File: src/rtl/tcce_pkg.sv
// Package for the text console character engine.
// Holds the command codes, character codes, field widths and FSM state types.
// No dependencies.
`default_nettype none

package tcce_pkg;

    // Field widths of the stream payloads
    localparam int CMD_W     = 2;
    localparam int CHAR_W    = 8;
    localparam int COL_W     = 7;
    localparam int ROW_W     = 5;
    localparam int CELL_W    = 16;
    localparam int POS_W     = 11;
    localparam int S_TDATA_W = 24;
    localparam int M_TDATA_W = 40;

    // Character codes handled by the put command
    localparam logic [CHAR_W-1:0] CH_BS    = 8'd8;
    localparam logic [CHAR_W-1:0] CH_TAB   = 8'd9;
    localparam logic [CHAR_W-1:0] CH_LF    = 8'd10;
    localparam logic [CHAR_W-1:0] CH_CR    = 8'd13;
    localparam logic [CHAR_W-1:0] CH_SPACE = 8'h20;

    // Blank fill for scroll and clear, and the attribute register reset value
    localparam logic [CELL_W-1:0] BLANK_CELL = 16'h0f20;
    localparam logic [CHAR_W-1:0] ATTR_RESET = 8'h0f;

    typedef enum logic [CMD_W-1:0] {
        CMD_PUT   = 2'd0,
        CMD_SET   = 2'd1,
        CMD_CLEAR = 2'd2,
        CMD_READ  = 2'd3
    } t_cmd;

    // Command sequencer states
    typedef enum logic [2:0] {
        ST_INIT,
        ST_IDLE,
        ST_READ,
        ST_SWEEP,
        ST_DONE
    } t_ctl_state;

    // Sweep engine states
    typedef enum logic [1:0] {
        SW_IDLE,
        SW_COPY,
        SW_FILL
    } t_sweep_state;

    // Request from the sequencer to the sweep engine
    typedef struct packed {
        logic start;
        logic scroll;   // 1: scroll up one row, 0: blank the whole store
    } t_sweep_cmd;

endpackage

`default_nettype wire

File: src/rtl/tcce_sweep.sv
// Sweep engine: walks the screen store to blank it or scroll it up one row.
// Depends on tcce_pkg; drives the ports of the screen RAM during a sweep.
`default_nettype none

module tcce_sweep #(
    parameter int COLUMNS = 80,
    parameter int ROWS    = 25
) (
    input  wire logic                                i_clk,
    input  wire logic                                i_rst_n,
    input  wire tcce_pkg::t_sweep_cmd                i_cmd,
    output logic                                     o_done,
    output logic                                     o_we,
    output logic [$clog2(COLUMNS*ROWS)-1:0]          o_waddr,
    output logic [tcce_pkg::CELL_W-1:0]              o_wdata,
    output logic [$clog2(COLUMNS*ROWS)-1:0]          o_raddr,
    input  wire logic [tcce_pkg::CELL_W-1:0]         i_rdata
);
    import tcce_pkg::*;

    localparam int CELLS    = COLUMNS * ROWS;
    localparam int AW       = $clog2(CELLS);
    localparam int COPY_END = (ROWS - 1) * COLUMNS - 1;
    localparam int LAST     = CELLS - 1;

    t_sweep_state    r_state, n_state;
    logic [AW-1:0]   r_cnt, n_cnt;
    logic            r_wr_pend, n_wr_pend;
    logic            r_wr_last, n_wr_last;
    logic            r_wr_blank, n_wr_blank;
    logic [AW-1:0]   r_wr_addr, n_wr_addr;

    // Next state and walk counter
    always_comb begin
        n_state = r_state;
        n_cnt   = r_cnt;
        case (r_state)
            SW_IDLE: begin
                if (i_cmd.start) begin
                    n_cnt   = '0;
                    n_state = i_cmd.scroll ? SW_COPY : SW_FILL;
                end
            end
            SW_COPY: begin
                n_cnt = r_cnt + 1'b1;
                if (r_cnt == AW'(COPY_END)) begin
                    n_state = SW_FILL;
                end
            end
            SW_FILL: begin
                if (r_cnt == AW'(LAST)) begin
                    n_state = SW_IDLE;
                end else begin
                    n_cnt = r_cnt + 1'b1;
                end
            end
            default: n_state = SW_IDLE;
        endcase
    end

    // Write pipe: each visited cell is written in the next cycle, when read data is back
    always_comb begin
        n_wr_pend  = 1'b0;
        n_wr_last  = 1'b0;
        n_wr_blank = 1'b1;
        n_wr_addr  = r_cnt;
        case (r_state)
            SW_COPY: begin
                n_wr_pend  = 1'b1;
                n_wr_blank = 1'b0;
            end
            SW_FILL: begin
                n_wr_pend = 1'b1;
                n_wr_last = (r_cnt == AW'(LAST));
            end
            default: ;
        endcase
    end

    // Reset starts a blanking pass over the whole store
    always_ff @(posedge i_clk) begin
        if (!i_rst_n) begin
            r_state   <= SW_FILL;
            r_cnt     <= '0;
            r_wr_pend <= 1'b0;
            r_wr_last <= 1'b0;
        end else begin
            r_state   <= n_state;
            r_cnt     <= n_cnt;
            r_wr_pend <= n_wr_pend;
            r_wr_last <= n_wr_last;
        end
    end

    always_ff @(posedge i_clk) begin
        r_wr_blank <= n_wr_blank;
        r_wr_addr  <= n_wr_addr;
    end

    // RAM ports: source row is one row below the destination
    assign o_raddr = r_cnt + AW'(COLUMNS);
    assign o_we    = r_wr_pend;
    assign o_waddr = r_wr_addr;
    assign o_wdata = r_wr_blank ? BLANK_CELL : i_rdata;
    assign o_done  = r_wr_pend & r_wr_last;

endmodule

`default_nettype wire

File: config.mk
export PLATFORM = sky130hd
export DESIGN_NAME = tcce_sweep
export DESIGN_NICKNAME = d
export VERILOG_FILES = /design/src/rtl/tcce_pkg.sv /design/src/rtl/tcce_sweep.sv
export SDC_FILE = /design/constraint.sdc
export NUM_CORES = 1
export LEC_CHECK = 0
export BUFFER_PORTS_ARGS = -buffer_cell sky130_fd_sc_hd__buf_2
export CAP_MARGIN = 5
export CORE_MARGIN = 2
export CORE_UTILIZATION = 47
export CTS_CLUSTER_SIZE = 20
export DETAILED_ROUTE_END_ITERATION = 6
export PLACE_DENSITY = 0.79
export SETUP_SLACK_MARGIN = 0.2
export SYNTH_ARGS = -nofsm -noshare
export SYNTH_HDL_FRONTEND = slang
export SYNTH_SLANG_ARGS = --single-unit
File: constraint.sdc
create_clock -name i_clk -period 2.4 [get_ports i_clk]
set_clock_uncertainty 0.2 [all_clocks]
set_input_delay 0 -clock i_clk [delete_from_list [all_inputs] [get_ports i_clk]]
set_output_delay 0 -clock i_clk [all_outputs]
set_load 0.01 [all_outputs]
; Yosys cells after proc, flatten, opt, wreduce, memory -nomap -nowiden
; Index checks and enable logic that the tools add are counted.
; W data, S select, Z words.
[classes]
addsub = 2
n_eq_ne = 8
n_mux = 11
bitwise_logic = 1
reduce_logical = 6
[ops]
columns = cell, count
row1 = $pmux W11 S3, 1
row2 = $eq A11 B11 Y1 const B, 2
row3 = $mux W11, 2
row4 = $mux W16, 1
row5 = $add A11 B1 Y11 const B, 1
row6 = $add A11 B7 Y11 const B, 1
row7 = $mux W2, 4
row8 = $ne A2 B2 Y1 const B, 4
row9 = $pmux W2 S3, 1
row10 = $reduce_and A3 Y1, 2
row11 = $reduce_bool A3 Y1, 1
row12 = $eq A2 B1 Y1 const B, 1
row13 = $eq A2 B2 Y1 const B, 1
row14 = $logic_not A2 Y1, 1
row15 = $mux W1, 2
row16 = $reduce_and A2 Y1, 1
row17 = $reduce_or A2 Y1, 1
row18 = $and A1 B1 Y1, 1
[word_totals]
ff_bits = 27

; Longest topological paths before layout
; Gate-level depths: netlist of the first run.
[logic_depth]
word_depth = 3
mapped_depth = 7

; Least setup slack after synthesis of the first run
; No wires, ideal clock.
[synth_path]
kind = reg2reg
from = register r_state[0]
to = register r_cnt[9], in the netlist n_wr_addr[9]
t_arrival_ns = 1.798
required_ns = 2.104
slack_ns = 0.307
stages_incl_launch_ff = 8
synth_period_minus_slack_ns = 2.093
cell_sequence = dfxtp_1 -> inv_1 -> ha_1 -> and2b_1 -> or2_1 -> or3_1 -> buf_2 -> o41ai_2
[synth_between]
elab_chain_cells = 3
word_cells_on_any_way = 8
cone_classes = 4 x eq/ne / 1 x mux / 3 x reduce/logical
[synth_rtl]
columns = item, line_no
row1 = from (decl), tcce_sweep.sv:26  ; t_sweep_state r_state, n_state;
row2 = from (signal assigned), tcce_sweep.sv:88  ; r_state <= n_state;
row3 = "$eq A2 B2 Y1, or another cell as far along", tcce_sweep.sv:37  ; case (r_state)
row4 = $ne A2 B2 Y1 (no line) or $reduce_bool A3 Y1 (tied branches), -
row5 = $reduce_and A3 Y1 (no line), -
row6 = to (signal assigned), tcce_sweep.sv:89  ; r_cnt <= n_cnt;
row7 = to (decl), tcce_sweep.sv:27  ; logic [AW-1:0] r_cnt, n_cnt;
; Parallel ways exist; a longest one is shown, timed or not.
; A chain may end at the register's enable or synchronous reset.

; Worst setup path in the final report of the first run
; Ends and elaborated chain as after synthesis.

==> impl_metrics.csv, run 1 <==
group,metric,value,unit
grt,grt_max_degree,27,
min_path,hold_path_depth,3,
pwr,p_per_area,403,nW/um^2
clock_tree,cts_max_path_buffers,2,
critical_path,slowest_delay,0.43,ns
clock_tree,clk_pin_slew,0.13,ns
clock_tree,post-cts-setup-buffers,0,
detailed_routing,post-route-drc-count,4,
min_path,holdPathEnd,"o_wdata[9]",
place,dpl.hpwl,2.39,mm
grt,grt_overflow,0,
floorplan,coreArea,2810,um^2
place,placed_area,1680,um^2
grt,antenna_found_initial,0,
finish,design_area,1760,um^2
status,failed_checks,"design-rule violations",
clock_tree,cts_root_buf,"clkbuf_4",
grt,grt_pass1_wl,5.12,mm
pwr,power.total,0.708,mW
floorplan,dieArea,3470,um^2
pwr,ir_worst_vdd,0.244,mV
detailed_routing,vias_per_cell,5.36,
floorplan,initial_core_util,50.5,%
finish,seq_area,548,um^2
critical_path,critPathCaptureType,"register",
detailed_routing,num_vias,1302,
clock_tree,clock-sinks,27,
finish,drive_gt1_share,40.1,%
logic_synthesis,ys_seq_elements,27,
flow_run,cap_violations,0,
timing,rsz0062_at_grt,"yes",
finish,diodes,0,
timing,slew_viol_final,0,
timing,fin_crit,2.12,ns
timing,relSlewSlack,70.7,%
logic_synthesis,syn_inst,157,
place,place_congestion,0.820,
floorplan,io_pins,60,
logic_synthesis,ys_seq_area_share,38.1,%
critical_path,cp_max_fo,9,
status,outcome,"complete, but fails checks",
critical_path,rr_startpoint,"r_state[0]",
clock_tree,insertion_delay,0.31,ns
critical_path,worstSetupPathType,"register to register",
floorplan,fp.dieH,58.9,um
logic_synthesis,synth_nets,184,
timing,final.period_utilization,88.4,%
critical_path,cp-startpoint,"r_state[0]",
timing,max_freq,471,MHz
min_path,holdCritStartpoint,"i_rdata[9]",
detailed_routing,routed_wl,3.16,mm
logic_synthesis,syn_area_per_cell,9.03,um^2
logic_synthesis,synth.distinct_cells,46,
logic_synthesis,netlist_area,1420,um^2
detailed_routing,postRouteAntennaNets,0,
critical_path,r2r-end,"n_wr_addr[9]",
critical_path,cp.arrival,2.15,ns
timing,setup_viol,0,
finish,nets,240,
place,post-place-ws,0.129,ns
clock_tree,numCtsBuffers,3,
critical_path,crit_chain,"inv_1, ha_1, and2b_1, or2_1, or3_4, o41ai_2",
timing,setup_tns,0,ns
timing,tightest_slew,0.439,ns
pwr,p_leak,0.809,nW
timing,hold_viol,0,
grt,grt_pass1_vias,1181,
detailed_routing,wire_per_inst,13.0,um
finish,multi_input_area,752,um^2
clock_tree,htree_levels,1,
critical_path,cp_slowest_cell,"or3_4",
logic_synthesis,yosys_warnings,0,
finish,syn_to_final_growth,23.9,%
place,io_buffers,59,
critical_path,critPathLaunchType,"register",
clock_tree,cts_tree,"yes",
critical_path,reg2reg_depth,6,
floorplan,row_count,19,
finish,layout_commonest_cell,"buf_2",
finish,final_cell_mix,"buf_2 (59), dfxtp_1 (23), nor2b_1 (11), nand2_1 (11)",
finish,nFillCells,258,
min_path,hold_class,"primary input to output port",
grt,grt_usage,19.3,%
critical_path,r2r_setup_slack,0.28,ns
floorplan,die_w,58.9,um
timing,setup_ws,0.279,ns
finish,final_util,62.6,%
detailed_routing,drtIter0Drc,34,
critical_path,required,2.43,ns
detailed_routing,drtPass1Iterations,6,
-- cell type report --
class	count	share of cell area, %
clock buffer	4	1.50
inverter	7	1.50
multi-input combinational	107	42.8
sequential	27	31.2
tap	31	2.21
timing repair buffer	67	20.8
-- power by group --
| group | switching (mW) | total [mW] | internal (mW) |
|---|---|---|---|
| combinational | 0.0235 | 0.0536 | 0.0302 |
| clock | 0.124 | 0.189 | 0.0649 |
| sequential | 0.00741 | 0.465 | 0.458 |
| total | 0.155 | 0.708 | 0.553 |
-- timing repair --
item	CTS	global route
gates resized for setup	1	7
hold buffers	4	0
cloned	0	0
setup endpoints to repair	2	7
endpoints found under the hold margin	15	0
-- how the worst max path moves through the flow --
stage	slack, ns	endpoint	depth (start not counted)
2_1_floorplan	0.31	n_wr_addr[9]	7
3_3_place_gp	0.27	n_wr_addr[9]	6
3_5_place_dp	0.13	n_wr_addr[9]	6
4_1_cts	0.22	n_wr_addr[9]	6
5_1_grt	0.19	n_wr_addr[9]	6
6_report	0.28	n_wr_addr[9]	6
-- per-layer routing --
layer  wire (um)  part of all wire, %  global-route usage (%)  vias to the layer above
met5           0                    0                       0                        -
met4          18                 0.57                    8.44                        0
met3         128                  4.0                    4.62                        2
met2        1640                   52                    32.5                       30
met1        1380                   44                    23.1                      615
li1            -                    -                       -                      655
-- worst max-delay path, delay by kind of cell (launching register included) --
kind / cells / cell delay, ns
buffers and inverters: 1 / 0.07
adders and majority gates: 1 / 0.23
DFF: 1 / 0.38
and+or+nand+nor: 3 / 0.83
AOI/OAI and AO/OA: 1 / 0.32
-- Yosys cell counts, drive strengths merged --
master / count / area, um^2
and2: 3 / 18.8
mux2i: 1 / 10.0
and3: 3 / 20.0
a21oi: 3 / 15.0
ha: 7 / 87.6
nor2b: 11 / 68.8
inv: 7 / 26.3
nand3b: 2 / 15.0
a21boi: 1 / 7.51
o21ai: 5 / 25.0
or2b: 1 / 7.51
a211oi: 5 / 37.5
o211ai: 1 / 7.51
o22ai: 4 / 25.0
xnor2: 4 / 35.0
dfxtp: 27 / 541
o311ai: 3 / 26.3
or3b: 2 / 17.5
nand3: 8 / 45.0
or3: 3 / 18.8
or2: 8 / 50.1
o32ai: 1 / 8.76
nor4: 2 / 12.5
or4: 1 / 7.51
a32oi: 1 / 8.76
buf: 10 / 81.3
o21a: 1 / 7.51
o41ai: 1 / 16.3
o31a: 3 / 27.5
a221o: 1 / 10.0
o2111ai: 1 / 8.76
and2b: 1 / 7.51
nand2: 11 / 41.3
nand4b: 1 / 8.76
clkbuf: 6 / 25.0
nand4: 1 / 6.26
nor2: 2 / 7.51
xor2: 1 / 8.76
nand2b: 3 / 18.8
-- per-stage QoR --
stage                     cells  hold slack, ns
after floorplan             157         -0.0956
after global placement      235          0.0663
after detailed placement    235          0.0729
after CTS                   243          0.0729
after global routing        243          0.0850
final                       243          0.0707
-- logic make-up (layout without fill, tap and decap cells) --
family	after synthesis	after routing	synth area share (%)
DFF	27	27	38.1
muxes	1	1	0.706
adders and majority gates	7	7	6.18
buffers and inverters	23	78	9.36
and+or+nand+nor	63	63	26.2
xor gates and xnor gates	5	5	3.09
AOI/OAI and AO/OA	31	31	16.3
-- sequential cells by signal, indices dropped and copies added (netlist names) --
| signal | count |
|---|---|
| n_wr_addr | 11 |
| o_waddr | 11 |
| o_we | 1 |
| r_state | 2 |
| r_wr_blank | 1 |
| r_wr_last | 1 |
No activity file was read; power rests on OpenSTA's default activity.
==> inputs of run 2 (changes only) <==
--- a/config.mk
+++ b/config.mk
@@ -8,10 +8,10 @@
 export BUFFER_PORTS_ARGS = -buffer_cell sky130_fd_sc_hd__buf_2
 export CAP_MARGIN = 5
 export CORE_MARGIN = 2
-export CORE_UTILIZATION = 47
+export CORE_UTILIZATION = 38
 export CTS_CLUSTER_SIZE = 20
 export DETAILED_ROUTE_END_ITERATION = 6
-export PLACE_DENSITY = 0.79
+export PLACE_DENSITY = 0.66
 export SETUP_SLACK_MARGIN = 0.2
 export SYNTH_ARGS = -nofsm -noshare
 export SYNTH_HDL_FRONTEND = slang
==> impl_metrics.csv, run 2 (same netlist as run 1, synthesis figures left out) <==
group,metric,value,unit
pwr,ir_worst_vdd,0.233,mV
grt,grt_pass1_vias,1123,
detailed_routing,wire_per_inst,11.5,um
floorplan,io_pins,60,
floorplan,coreArea,3630,um^2
detailed_routing,routed_wl,2.96,mm
finish,nFillCells,388,
place,dpl.hpwl,2.21,mm
finish,drive_gt1_share,40.5,%
clock_tree,cts_max_path_buffers,2,
timing,max_freq,477,MHz
timing,fin_crit,2.10,ns
grt,antenna_found_initial,0,
grt,grt_usage,14.5,%
finish,layout_commonest_cell,"buf_2",
grt,grt_pass1_wl,4.94,mm
place,place_congestion,0.778,
clock_tree,clock-sinks,27,
timing,setup_tns,0,ns
clock_tree,cts_tree,"yes",
finish,design_area,1770,um^2
critical_path,cp_max_fo,7,
detailed_routing,drtIter0Drc,47,
grt,grt_overflow,0,
critical_path,required,2.39,ns
detailed_routing,num_vias,1264,
floorplan,fp.dieH,65.1,um
critical_path,critPathLaunchType,"register",
clock_tree,clk_pin_slew,0.08,ns
clock_tree,htree_levels,1,
finish,multi_input_area,752,um^2
status,outcome,"completed",
timing,slew_viol_final,0,
timing,rsz0062_at_grt,"no",
timing,setup_viol,0,
clock_tree,cts_root_buf,"clkbuf_8",
finish,nets,238,
finish,final_util,48.8,%
timing,tightest_slew,0.443,ns
pwr,p_per_area,430,nW/um^2
detailed_routing,vias_per_cell,4.90,
critical_path,cp.arrival,2.08,ns
grt,grt_max_degree,27,
critical_path,critPathCaptureType,"register",
finish,diodes,0,
detailed_routing,postRouteAntennaNets,0,
pwr,p_leak,0.814,nW
floorplan,dieArea,4240,um^2
clock_tree,numCtsBuffers,3,
finish,seq_area,544,um^2
timing,hold_viol,0,
floorplan,die_w,65.1,um
timing,final.period_utilization,87.3,%
critical_path,worstSetupPathType,"register to register",
timing,relSlewSlack,70.5,%
place,placed_area,1700,um^2
detailed_routing,post-route-drc-count,0,
finish,syn_to_final_growth,25.2,%
clock_tree,post-cts-setup-buffers,0,
clock_tree,insertion_delay,0.27,ns
floorplan,row_count,22,
floorplan,initial_core_util,39.0,%
place,io_buffers,59,
flow_run,cap_violations,0,
detailed_routing,drtPass1Iterations,5,
finish,final_cell_mix,"buf_2 (59), dfxtp_1 (24), nor2b_1 (11), nand2_1 (11)",
min_path,hold_class,"primary input to register",
-- run 2: repair_timing --
action / CTS / global route
pin swaps: 0 / 0
hold buffers: 2 / 0
hold endpoints to repair: 9 / 0
gates resized for setup: 1 / 5
endpoints found under the setup margin: 2 / 5
-- run 2: metrics by stage --
stage / power [mW] / hold WS [ns] / worst slack, ns / cells
floorplan: 0.505 / -0.0956 / 0.307 / 157
global route: 0.798 / 0.0763 / 0.200 / 258
detailed placement: 0.523 / 0.0678 / 0.166 / 252
global placement: 0.523 / 0.0627 / 0.231 / 252
CTS: 0.775 / 0.0206 / 0.219 / 258
finish: 0.763 / 0.0337 / 0.304 / 258
-- run 2: cell type report --
type                       count  area share, %
sequential                    27           30.7
timing repair buffer          65           19.5
clock buffer                   3           2.33
clock inverter                 1          0.282
tap                           48           3.39
inverter                       7           1.48
multi-input combinational    107           42.4
-- run 2: final timing paths --
kind,start,to,slack (ns),cells past startpoint
worst max register to register,n_wr_addr[0],r_state[1],0.30,5
worst min register to register,n_wr_addr[1],o_waddr[1],0.20,0
worst min-delay path,i_cmd[1],r_state[1],0.03,4
worst max-delay path,n_wr_addr[0],r_state[1],0.30,5
-- run 2: metal layers --
layer	wire [um]	up-vias	GRT usage (%)	part of all wire [%]
met5	0	-	0	0
li1	-	650	-	-
met3	81	0	2.78	2.7
met2	1440	23	24.7	48
met4	0	0	3.91	0
met1	1450	591	18.6	49
-- run 2: worst max-delay path, cell delays in order, from the launching register on --
cell and delay [ns]:
dfxtp_2 0.38, ha_2 0.22, nand3_2 0.13, or4_1 0.54, a221o_1 0.35, a32oi_1 0.20
-- run 2: power by group --
part | internal, mW | total [mW] | switching [mW]
sequential | 0.458 | 0.465 | 0.00753
clock | 0.116 | 0.248 | 0.132
combinational | 0.0287 | 0.0503 | 0.0215
